==> config.mk <==
export PLATFORM = sky130hd
export DESIGN_NAME = pac_mac
export DESIGN_NICKNAME = d
export VERILOG_FILES = /design/src/rtl/pac_pkg.sv /design/src/rtl/pac_mac.sv
export SDC_FILE = /design/constraint.sdc
export NUM_CORES = 2
export LEC_CHECK = 0
export BUFFER_PORTS_ARGS = -buffer_cell sky130_fd_sc_hd__buf_2
export CAP_MARGIN = 20
export CORE_UTILIZATION = 60
export CTS_CLUSTER_SIZE = 25
export DETAILED_ROUTE_END_ITERATION = 8
export HOLD_SLACK_MARGIN = 0.06
export PLACE_DENSITY_LB_ADDON = 0.2
export SETUP_SLACK_MARGIN = 0.3
export SYNTH_ARGS = -nofsm -noshare
export SYNTH_HDL_FRONTEND = slang
export SYNTH_SLANG_ARGS = --single-unit
==> constraint.sdc <==
create_clock -name aclk -period 8.2 [get_ports aclk]
set_clock_uncertainty 0.05 [all_clocks]
set_input_delay 0.82 -clock aclk [delete_from_list [all_inputs] [get_ports aclk]]
set_output_delay 0.82 -clock aclk [all_outputs]
set_load 0.01 [all_outputs]
==> src/rtl/pac_pkg.sv <==
// Shared types, constants and helpers for the polygon closest-point block.
// Used by every module under rtl/; depends on nothing.
package pac_pkg;

    localparam int COORD_BITS   = 24;
    localparam int MAX_VERTICES = 256;
    localparam int MIN_POLY     = 3;
    localparam int IDX_W        = $clog2(MAX_VERTICES);
    localparam int CNT_W        = IDX_W + 1;
    localparam int DIFF_W       = COORD_BITS + 1;
    localparam int PROD_W       = 2 * DIFF_W;
    localparam int ACC_W        = PROD_W + 1;
    localparam int DIV_W        = ACC_W;
    localparam int DIV_CNT_W    = $clog2(DIFF_W);

    // stream word layout
    localparam int IN_X_LSB   = IDX_W;
    localparam int IN_Y_LSB   = IN_X_LSB + COORD_BITS;
    localparam int IN_Z_LSB   = IN_Y_LSB + COORD_BITS;
    localparam int IN_KEEP    = IN_Z_LSB + COORD_BITS;
    localparam int IN_DATA_W  = ((IN_KEEP + 1 + 7) / 8) * 8;
    localparam int OUT_DATA_W = ((3 * COORD_BITS + 7) / 8) * 8;

    localparam int CFG_IDX_W  = 2;
    localparam int CFG_DATA_W = COORD_BITS;

    localparam logic [CFG_IDX_W-1:0] CFG_VERTEX_COUNT = 2'd0;
    localparam logic [CFG_IDX_W-1:0] CFG_BASE_Z       = 2'd1;

    localparam logic CMD_LOAD  = 1'b0;
    localparam logic CMD_QUERY = 1'b1;

    localparam logic [1:0] STATUS_INSIDE = 2'd0;
    localparam logic [1:0] STATUS_EDGE   = 2'd1;
    localparam logic [1:0] STATUS_FEW    = 2'd2;

    typedef logic signed [COORD_BITS-1:0] coord_t;
    typedef logic signed [DIFF_W-1:0]     diff_t;
    typedef logic signed [ACC_W-1:0]      acc_t;

    // one multiply-accumulate request
    typedef struct packed {
        logic en;
        logic clr;
        logic neg;
    } mac_ctrl_t;

    function automatic diff_t sub_ext(input coord_t a, input coord_t b);
        sub_ext = {a[COORD_BITS-1], a} - {b[COORD_BITS-1], b};
    endfunction

    function automatic logic [DIFF_W-1:0] mag_of(input diff_t d);
        mag_of = d[DIFF_W-1] ? -d : d;
    endfunction

endpackage

==> src/rtl/pac_mac.sv <==
// Shared multiply-accumulate unit: registered 25x25 product, then accumulate.
// Depends on pac_pkg.
module pac_mac
    import pac_pkg::*;
(
    input  logic      aclk,
    input  logic      aresetn,
    input  mac_ctrl_t ctrl,
    input  diff_t     op_a,
    input  diff_t     op_b,
    output acc_t      acc
);

    logic signed [PROD_W-1:0] prod_reg;
    mac_ctrl_t                ctrl_reg;
    acc_t                     acc_reg;
    acc_t                     acc_next;
    acc_t                     base;
    acc_t                     prod_ext;

    // multiply stage
    always_ff @(posedge aclk) begin
        prod_reg <= op_a * op_b;
        if (!aresetn) begin
            ctrl_reg <= '0;
        end else begin
            ctrl_reg <= ctrl;
        end
    end

    // accumulate stage
    always_comb begin
        base     = ctrl_reg.clr ? acc_t'(0) : acc_reg;
        prod_ext = {prod_reg[PROD_W-1], prod_reg};
        acc_next = acc_reg;
        if (ctrl_reg.en) begin
            acc_next = ctrl_reg.neg ? base - prod_ext : base + prod_ext;
        end
    end

    always_ff @(posedge aclk) begin
        acc_reg <= acc_next;
    end

    assign acc = acc_reg;

endmodule

==> impl_metrics.json <==
{
  "status": "complete, no violations",
  "hold_path_class": "reg2reg",
  "place_area_um2": 30520,
  "path_max_fanout": 14,
  "synth_enable_flop_cells": 51,
  "grt_pass1_wl_um": 123000,
  "pin_count": 106,
  "nets": 4086,
  "fillers": 3954,
  "synth_warnings": 0,
  "slew_headroom_pct": 46.05,
  "syn-cell-area_um2": 29200,
  "max_freq_ghz": 0.1313,
  "tightest_slew_ns": 0.8018,
  "critical_path_required_ns": 8.45,
  "drt_pass1_iterations": 5,
  "clk-insertion-delay-late_ns": 0.37,
  "cts_made_buffers": 9,
  "synth_top_cell_area_share_pct": 45.18,
  "hold_violations": 0,
  "cts.clk_slew.worst_paths_ns": 0.08,
  "cts_tree": "done",
  "ctsLongestPathBuffers": 2,
  "grt_usage_pct": 32.03,
  "antenna_left": 0,
  "crit_arrival_ns": 7.87,
  "synth_top_cell_by_area": "fa_1",
  "final_area_um2": 30940,
  "place.gp.congestion": 0.9735,
  "maxCapViolCount": 0,
  "grt_max_degree": 52,
  "viasPerCell": 5.599,
  "rsz0062_at_grt": "no",
  "async_flop_share_pct": 0,
  "drc": 0,
  "slew_violations": 0,
  "yosysSeqAreaShare_pct": 8.879,
  "synth.distinct_cells": 65,
  "wire_per_inst_um": 19.82,
  "synth_area_leaders": "fa_1 (45%), inv_1 (8.5%), ha_1 (8.2%)",
  "grt_overflow_total": 0,
  "first_global_vias": 23100,
  "fp.dieH_um": 222.6,
  "post-place-ws_ns": -0.001948,
  "ys_ff_latch": 104,
  "synth_nets": 4026,
  "cts_num_sinks": 104,
  "root_buffer": "clkbuf_16",
  "syn_avg_cell_area_um2": 9.358,
  "cts_hold_buffers": 0,
  "drive_gt1_share_pct": 6.405,
  "cts-htree-levels": 3,
  "endpoint_kind": "flip-flop",
  "first_iter_violations": 1544,
  "tns_ns": 0,
  "rows": 80,
  "setup_viol": 0,
  "die_w_um": 222.6,
  "via_count": 21280,
  "syn2layout_area_growth_pct": 5.961,
  "dieArea_um2": 49550,
  "synth_top_flop_cell": "dfxtp_1",
  "min_period_over_period_pct": 92.91,
  "period_needed_ns": 7.619,
  "setup_slack_ns": 0.5810,
  "largest_reg_flops": 51,
  "start_kind": "primary input",
  "coreArea_um2": 47850,
  "finalWirelength_um": 75320,
  "dpl.hpwl_um": 63340,
  "initial_core_util_pct": 61.03,
  "worstSetupPathType": "in2reg",
  "antenna_found_initial": 0,
  "port_buffers": 105,
  "synthCells": 3120
}
cell usage after synthesis, types with 3 or more instances:
cell type,count
a211oi_1,5
nor3b_1,3
a21o_1,68
nor3_1,17
o211ai_1,5
dfxtp_1,53
nor4_1,4
edfxtp_1,51
o21ai_0,33
a31oi_1,11
nand3_1,18
o21a_1,13
and3_1,14
o21ai_1,7
nor2_1,73
or4_1,5
xnor2_1,120
a21oi_1,116
or2_2,3
o21bai_1,18
nand4_1,8
or3_1,9
nand2_1,343
a221oi_1,3
ha_1,192
o31a_1,3
and2_1,313
nor2b_1,74
nand2b_1,19
xor2_1,35
o31ai_1,5
a211o_1,3
clkbuf_1,116
fa_1,659
inv_1,665
worst max-delay path: stages:
cell and delay, ns:
buf_2 0.35, buf_4 0.31, nand2_1 0.11, fa_1 0.53, inv_1 0.05, fa_1 0.49
fa_1 0.63, fa_1 0.50, fa_1 0.53, fa_1 0.44, fa_1 0.51, ha_1 0.38
a21o_1 0.20, a21o_1 0.17, a21oi_1 0.22, nand2_1 0.08, o32a_1 0.36, a221o_1 0.40
a21oi_2 0.19, o21bai_1 0.11, a21o_1 0.19, a21oi_1 0.17, xnor2_1 0.13
cells in the final DEF, fill, tap and decap left out, drive strengths merged, types with 7 or more instances in the layout:
cell type	n
a21o	68
a21oi	117
a31oi	11
and2	313
and3	14
buf	147
clkbuf	28
dfxtp	53
edfxtp	51
fa	659
ha	192
inv	668
nand2	343
nand2b	19
nand3	18
nand4	9
nor2	73
nor2b	74
nor3	18
o21a	13
o21ai	40
o21bai	18
or3	9
or4	7
xnor2	120
xor2	35
through the flow:
| stage | hold slack (ns) | cells | util [%] |
|---|---|---|---|
| after floorplan | 0.6153 | 3120 | - |
| after global placement | 0.6542 | 3782 | 63.79 |
| after detailed placement | 0.6655 | 3782 | 63.79 |
| after CTS | 0.5877 | 3798 | 64.40 |
| after global routing | 0.5609 | 3800 | 64.66 |
| final | 0.5462 | 3801 | 64.66 |
final cells by class:
class                           instances  area (um^2)  share of cell area (%)
Antenna cell                            1        2.502                0.008088
Inverter                              665         2496                   8.068
Clock inverter                          7        65.06                  0.2103
Timing Repair Buffer                  166         1074                   3.470
Multi-Input combinational cell       2234        23710                   76.64
Clock buffer                            9        225.2                  0.7279
Sequential cell                       104         2594                   8.384
Tap cell                              615        769.5                   2.487
metal layers:
| metal | global-route usage, % | vias up | wire length (um) |
|---|---|---|---|
| met5 | 0 | - | 0 |
| met4 | 7.497 | 0 | 1551 |
| met3 | 6.771 | 104 | 6931 |
| met2 | 51.14 | 871 | 34230 |
| met1 | 45.01 | 10810 | 32610 |
| li1 | - | 9494 | - |
timing repair:
action                                 CTS  global route
setup endpoints to repair                0             2
setup buffers                            0             1
resized for setup                        0            31
endpoints found under the hold margin    0             0
final timing paths:
path | cells past startpoint | to | from | slack (ns)
max | 23 | prod_reg[46]$_DFF_P_ | op_b[16] | 0.58
min | 0 | acc[45]$_DFFE_PP_ | ctrl_reg[2]$_SDFF_PN0_ | 0.55
max reg2reg | 18 | acc[47]$_DFFE_PP_ | prod_reg[0]$_DFF_P_ | 2.24
min reg2reg | 0 | acc[45]$_DFFE_PP_ | ctrl_reg[2]$_SDFF_PN0_ | 0.55
logic make-up after synthesis:
logic type	synth area share (%)
AOI/OAI and AO/OA	6.886
xor gates and xnor gates	4.649
adders and majority gates	53.41
buffers and inverters	10.05
DFF	8.879
muxes	0.07285
and+or+nand+nor	16.05
Power is left out: the tool's default activity adds up to more than one toggle a clock period on the data nets, which glitch-free logic cannot reach.
