--- config.mk ---
export PLATFORM = sky130hd
export DESIGN_NAME = pac_div
export DESIGN_NICKNAME = d
export VERILOG_FILES = /design/src/rtl/pac_pkg.sv /design/src/rtl/pac_div.sv
export SDC_FILE = /design/constraint.sdc
export NUM_CORES = 1
export LEC_CHECK = 0
export ABC_AREA = 1
export BUFFER_PORTS_ARGS = -buffer_cell sky130_fd_sc_hd__buf_4
export CAP_MARGIN = 20
export CORE_MARGIN = 3
export CORE_UTILIZATION = 35
export DETAILED_ROUTE_END_ITERATION = 6
export GPL_ROUTABILITY_DRIVEN = 0
export PLACE_DENSITY = 0.59
export SYNTH_ARGS = -nofsm -noshare
export SYNTH_HDL_FRONTEND = slang
export SYNTH_SLANG_ARGS = --single-unit
--- constraint.sdc ---
create_clock -name aclk -period 9.96 [get_ports aclk]
set_clock_uncertainty 0.05 [all_clocks]
set_input_delay 0.996 -clock aclk [delete_from_list [all_inputs] [get_ports aclk]]
set_output_delay 0.996 -clock aclk [all_outputs]
set_load 0.02 [all_outputs]
--- src/rtl/pac_pkg.sv ---
// Shared types, constants and helpers for the polygon closest-point block.
// Used by every module under rtl/; depends on nothing.
package pac_pkg;

    localparam int COORD_BITS   = 24;
    localparam int MAX_VERTICES = 256;
    localparam int MIN_POLY     = 3;
    localparam int IDX_W        = $clog2(MAX_VERTICES);
    localparam int CNT_W        = IDX_W + 1;
    localparam int DIFF_W       = COORD_BITS + 1;
    localparam int PROD_W       = 2 * DIFF_W;
    localparam int ACC_W        = PROD_W + 1;
    localparam int DIV_W        = ACC_W;
    localparam int DIV_CNT_W    = $clog2(DIFF_W);

    // stream word layout
    localparam int IN_X_LSB   = IDX_W;
    localparam int IN_Y_LSB   = IN_X_LSB + COORD_BITS;
    localparam int IN_Z_LSB   = IN_Y_LSB + COORD_BITS;
    localparam int IN_KEEP    = IN_Z_LSB + COORD_BITS;
    localparam int IN_DATA_W  = ((IN_KEEP + 1 + 7) / 8) * 8;
    localparam int OUT_DATA_W = ((3 * COORD_BITS + 7) / 8) * 8;

    localparam int CFG_IDX_W  = 2;
    localparam int CFG_DATA_W = COORD_BITS;

    localparam logic [CFG_IDX_W-1:0] CFG_VERTEX_COUNT = 2'd0;
    localparam logic [CFG_IDX_W-1:0] CFG_BASE_Z       = 2'd1;

    localparam logic CMD_LOAD  = 1'b0;
    localparam logic CMD_QUERY = 1'b1;

    localparam logic [1:0] STATUS_INSIDE = 2'd0;
    localparam logic [1:0] STATUS_EDGE   = 2'd1;
    localparam logic [1:0] STATUS_FEW    = 2'd2;

    typedef logic signed [COORD_BITS-1:0] coord_t;
    typedef logic signed [DIFF_W-1:0]     diff_t;
    typedef logic signed [ACC_W-1:0]      acc_t;

    // one multiply-accumulate request
    typedef struct packed {
        logic en;
        logic clr;
        logic neg;
    } mac_ctrl_t;

    function automatic diff_t sub_ext(input coord_t a, input coord_t b);
        sub_ext = {a[COORD_BITS-1], a} - {b[COORD_BITS-1], b};
    endfunction

    function automatic logic [DIFF_W-1:0] mag_of(input diff_t d);
        mag_of = d[DIFF_W-1] ? -d : d;
    endfunction

endpackage

--- src/rtl/pac_div.sv ---
// Serial scaler: round(mag * dot / len2) for 0 < dot < len2, one bit of mag
// per step with up to two conditional subtracts. Depends on pac_pkg.
module pac_div
    import pac_pkg::*;
(
    input  logic              aclk,
    input  logic              aresetn,
    input  logic              start,
    input  logic [DIFF_W-1:0] mag,
    input  logic [ACC_W-2:0]  dot,
    input  logic [ACC_W-2:0]  len2,
    output logic              done,
    output logic [DIFF_W-1:0] quot
);

    typedef enum logic [4:0] {
        DV_IDLE = 5'b00001,
        DV_ADD  = 5'b00010,
        DV_SUB  = 5'b00100,
        DV_RND  = 5'b01000,
        DV_DONE = 5'b10000
    } dv_state_t;

    dv_state_t               state_reg, state_next;
    logic [DIFF_W-1:0]       mag_reg, mag_next;
    logic [DIFF_W-1:0]       q_reg, q_next;
    logic [DIV_W-1:0]        r_reg, r_next;
    logic [DIV_W-1:0]        dot_reg, dot_next;
    logic [DIV_W-1:0]        len_reg, len_next;
    logic [DIV_CNT_W-1:0]    cnt_reg, cnt_next;
    logic [DIV_W-1:0]        twice_r;

    assign twice_r = {r_reg[DIV_W-2:0], 1'b0};

    // step sequencer
    always_comb begin
        state_next = state_reg;
        mag_next   = mag_reg;
        q_next     = q_reg;
        r_next     = r_reg;
        dot_next   = dot_reg;
        len_next   = len_reg;
        cnt_next   = cnt_reg;
        unique case (state_reg)
            DV_IDLE: begin
                if (start) begin
                    mag_next   = mag;
                    dot_next   = {1'b0, dot};
                    len_next   = {1'b0, len2};
                    r_next     = '0;
                    q_next     = '0;
                    cnt_next   = DIV_CNT_W'(DIFF_W - 1);
                    state_next = DV_ADD;
                end
            end
            DV_ADD: begin
                r_next     = twice_r + (mag_reg[DIFF_W-1] ? dot_reg : '0);
                q_next     = {q_reg[DIFF_W-2:0], 1'b0};
                mag_next   = {mag_reg[DIFF_W-2:0], 1'b0};
                state_next = DV_SUB;
            end
            DV_SUB: begin
                if (r_reg >= len_reg) begin
                    r_next = r_reg - len_reg;
                    q_next = q_reg + 1'b1;
                end else if (cnt_reg == '0) begin
                    state_next = DV_RND;
                end else begin
                    cnt_next   = cnt_reg - 1'b1;
                    state_next = DV_ADD;
                end
            end
            DV_RND: begin
                if (twice_r >= len_reg) begin
                    q_next = q_reg + 1'b1;
                end
                state_next = DV_DONE;
            end
            DV_DONE: begin
                state_next = DV_IDLE;
            end
            default: state_next = DV_IDLE;
        endcase
    end

    always_ff @(posedge aclk) begin
        if (!aresetn) begin
            state_reg <= DV_IDLE;
        end else begin
            state_reg <= state_next;
        end
        mag_reg <= mag_next;
        q_reg   <= q_next;
        r_reg   <= r_next;
        dot_reg <= dot_next;
        len_reg <= len_next;
        cnt_reg <= cnt_next;
    end

    assign done = (state_reg == DV_DONE);
    assign quot = q_reg;

endmodule

==> results.cfg <==
[synthesis]
synth_fp_nets = 2845
synth_edf_count = 206
ys_seq_elements = 211
synth-main-ff-cell = edfxtp_1
synthAdderAreaFrac_pct = 10.8
synth-xor-area-share_pct = 0.590
synth-simple-area-share_pct = 32.3
syn_inst = 2565
synth_top_family_by_area = simple AND/OR/NAND/NOR gates
ys_types = 47
synth-async-reset-ratio_pct = 0
synth-compound-area-share_pct = 10.8
yosysSeqAreaShare_pct = 35.3
avgSynthCellArea_um2 = 6.95
netlist_area_mm2 = 0.0178
synth_mux_area_share_pct = 0
yosys_warnings = 0

[setup_path]
crit_arrival_ps = 3770
path_delay_family = buffers and inverters
path_class = reg -> reg
path_common_cell = buf_4
cpPeakStageDelay_ps = 820
path_buf_inv = 3
cp.required_ps = 10120
worstPathMaxFanout = 54
end_kind = flop
cp-start-kind = flop
critPathSlowestCell = nor3_4
crit_path_cell_trace = nor2_1 -> nand2_1 -> nor3_4 -> buf_4 -> inv_2 -> o21ai_2 -> buf_4

[drt]
drc_errors = 0
avgViaCountPerCell = 5.15
vias = 17600
wire_per_inst_um = 17.4
drt_wl_total_mm = 59.6
first_pass_iters = 7
drt_iter0_drc = 1396
postRouteAntennaNets = 0

[floorplanning]
core_area_mm2 = 0.0502
die_y_um = 232
ioPinCount = 154
die_x_um = 232
dieArea_mm2 = 0.0536
rows = 82
start_util_pct = 35.5

[cts]
clkSinkCount = 211
cts_root_buffer = clkbuf_16
postCtsHoldBufs = 0
cts-htree-levels = 1
max-clock-path-buffers = 3
cts_tree = built
cts_resized = 0
cts_buffers = 26
clkTransAtPathRegs_ps = 60
post_cts_buffers = 0
worstSkewPairLatency_ps = 580

[sta]
drv_slew = 0
period_needed_ps = 3600
tightest_slew_ps = 1060
hold_viol_final = 0
fmax_ghz = 0.277
rsz0062_at_grt = false
finalCritPeriodShare_pct = 36.2
finalSetupViolations = 0
timing.slew.headroom_pct = 28.9
tns_ps = 0

[run]
cap_violations = 0

[final_layout]
fillCellCount = 5159
largest_reg_flops = 51
mostFrequentLayoutCells = nand2_1, inv_1, edfxtp_1
final_common_cell = nand2_1
register_area_mm2 = 0.00629
area_delta_synth_final_pct = 16.0
multi_input_area_mm2 = 0.00973
drive_gt1_share_pct = 9.87
fin_area_mm2 = 0.0207
final_net_count = 3009
antenna_cells = 0

[grt]
grt_usage_pct = 21.6
grt_pass1_wl_mm = 91.1
antenna_found_initial = 0
grt_max_degree = 59
grt_remaining_overflow = 0
first_global_vias = 16800

[placement]
place_hpwl_mm = 48.6
io_buffer_count = 153
place_area_mm2 = 0.0198

[power_and_ir_drop]
p_per_area_mw_per_mm2 = 228
peakVddDrop_v = 0.000162
p_leak_nw = 10.5

[hold_path]
holdCritPathClass = reg -> reg

[status]
status = finished clean
## routing by layer
metal  share of wire, %  GRT usage, %  up-vias
met5                  0             0        -
met3                6.9          3.56      132
met4                3.6          7.46        0
met1                 45          29.1     8074
li1                   -             -     8704
met2                 45          35.2      681
## worst paths after layout
path	startpoint	to	slack, ps	cells after the start
max	state_reg[3]	mag_reg[9]	6360	7
max reg2reg	state_reg[3]	mag_reg[9]	6360	7
min	mag_reg[3]	mag_reg[4]	460	2
min reg2reg	mag_reg[3]	mag_reg[4]	460	2
## per-stage QoR
step	power, mW	util (%)	cells	hold WS, ps	setup slack, ps
CTS	4.69	41.2	3418	457	6370
finish	4.71	41.2	3418	465	6360
global placement	3.67	39.4	3372	455	6450
detailed placement	3.70	39.5	3373	461	6410
floorplan	2.98	-	2565	444	4150
global route	5.07	41.2	3418	498	6150
## power by group
part / switching, mW / internal (mW)
Clock: 0.387 / 0.573
Combinational: 1.59 / 0.743
Sequential: 0.183 / 1.23
## final cells by class
type                            count  share of cell area, %
Clock buffer                       32                   3.35
Clock inverter                     13                  0.842
Inverter                          456                   8.28
Multi-Input combinational cell   1872                   47.1
Sequential cell                   211                   30.4
Tap cell                          672                   4.07
Timing Repair Buffer              162                   5.95
## cells in the mapped netlist, types with 3 or more instances
| master | n | area share [%] |
|---|---|---|
| and2_1 | 3 | 0.11 |
| nor4_1 | 6 | 0.21 |
| nand3b_1 | 12 | 0.51 |
| or2_0 | 4 | 0.14 |
| nor2_4 | 4 | 0.25 |
| a21o_1 | 6 | 0.25 |
| nor2_2 | 8 | 0.28 |
| inv_1 | 448 | 9.4 |
| a21oi_1 | 165 | 4.6 |
| buf_2 | 14 | 0.39 |
| nand2_1 | 834 | 18 |
| nor2_1 | 200 | 4.2 |
| nand2_2 | 15 | 0.53 |
| xor2_1 | 3 | 0.15 |
| a21oi_2 | 4 | 0.20 |
| ha_1 | 150 | 11 |
| o21bai_1 | 23 | 0.97 |
| inv_2 | 7 | 0.15 |
| nand3_1 | 154 | 4.3 |
| nor3_1 | 29 | 0.81 |
| dfxtp_1 | 5 | 0.56 |
| a21boi_0 | 4 | 0.17 |
| or2_2 | 8 | 0.28 |
| or2_1 | 4 | 0.14 |
| o22ai_1 | 9 | 0.32 |
| nand4_1 | 53 | 1.9 |
| edfxtp_1 | 206 | 35 |
| clkbuf_1 | 12 | 0.25 |
| xnor2_1 | 9 | 0.44 |
| nor3_2 | 4 | 0.22 |
| o21ai_0 | 125 | 3.5 |
| nand3_2 | 9 | 0.51 |
| o21ai_1 | 11 | 0.31 |
## kinds of logic after synthesis
group                      after synthesis
and+or+nand+nor                       1352
adders and majority gates              152
DFF                                    211
xor gates and xnor gates                12
AOI/OAI and AO/OA                      356
buffers and inverters                  482
## worst min-delay path, stage by stage (launching register included)
cell	delay (ps)
edfxtp_1	320
nand2_1	50
nand2_1	50
Power figures use the tool's default switching activity.
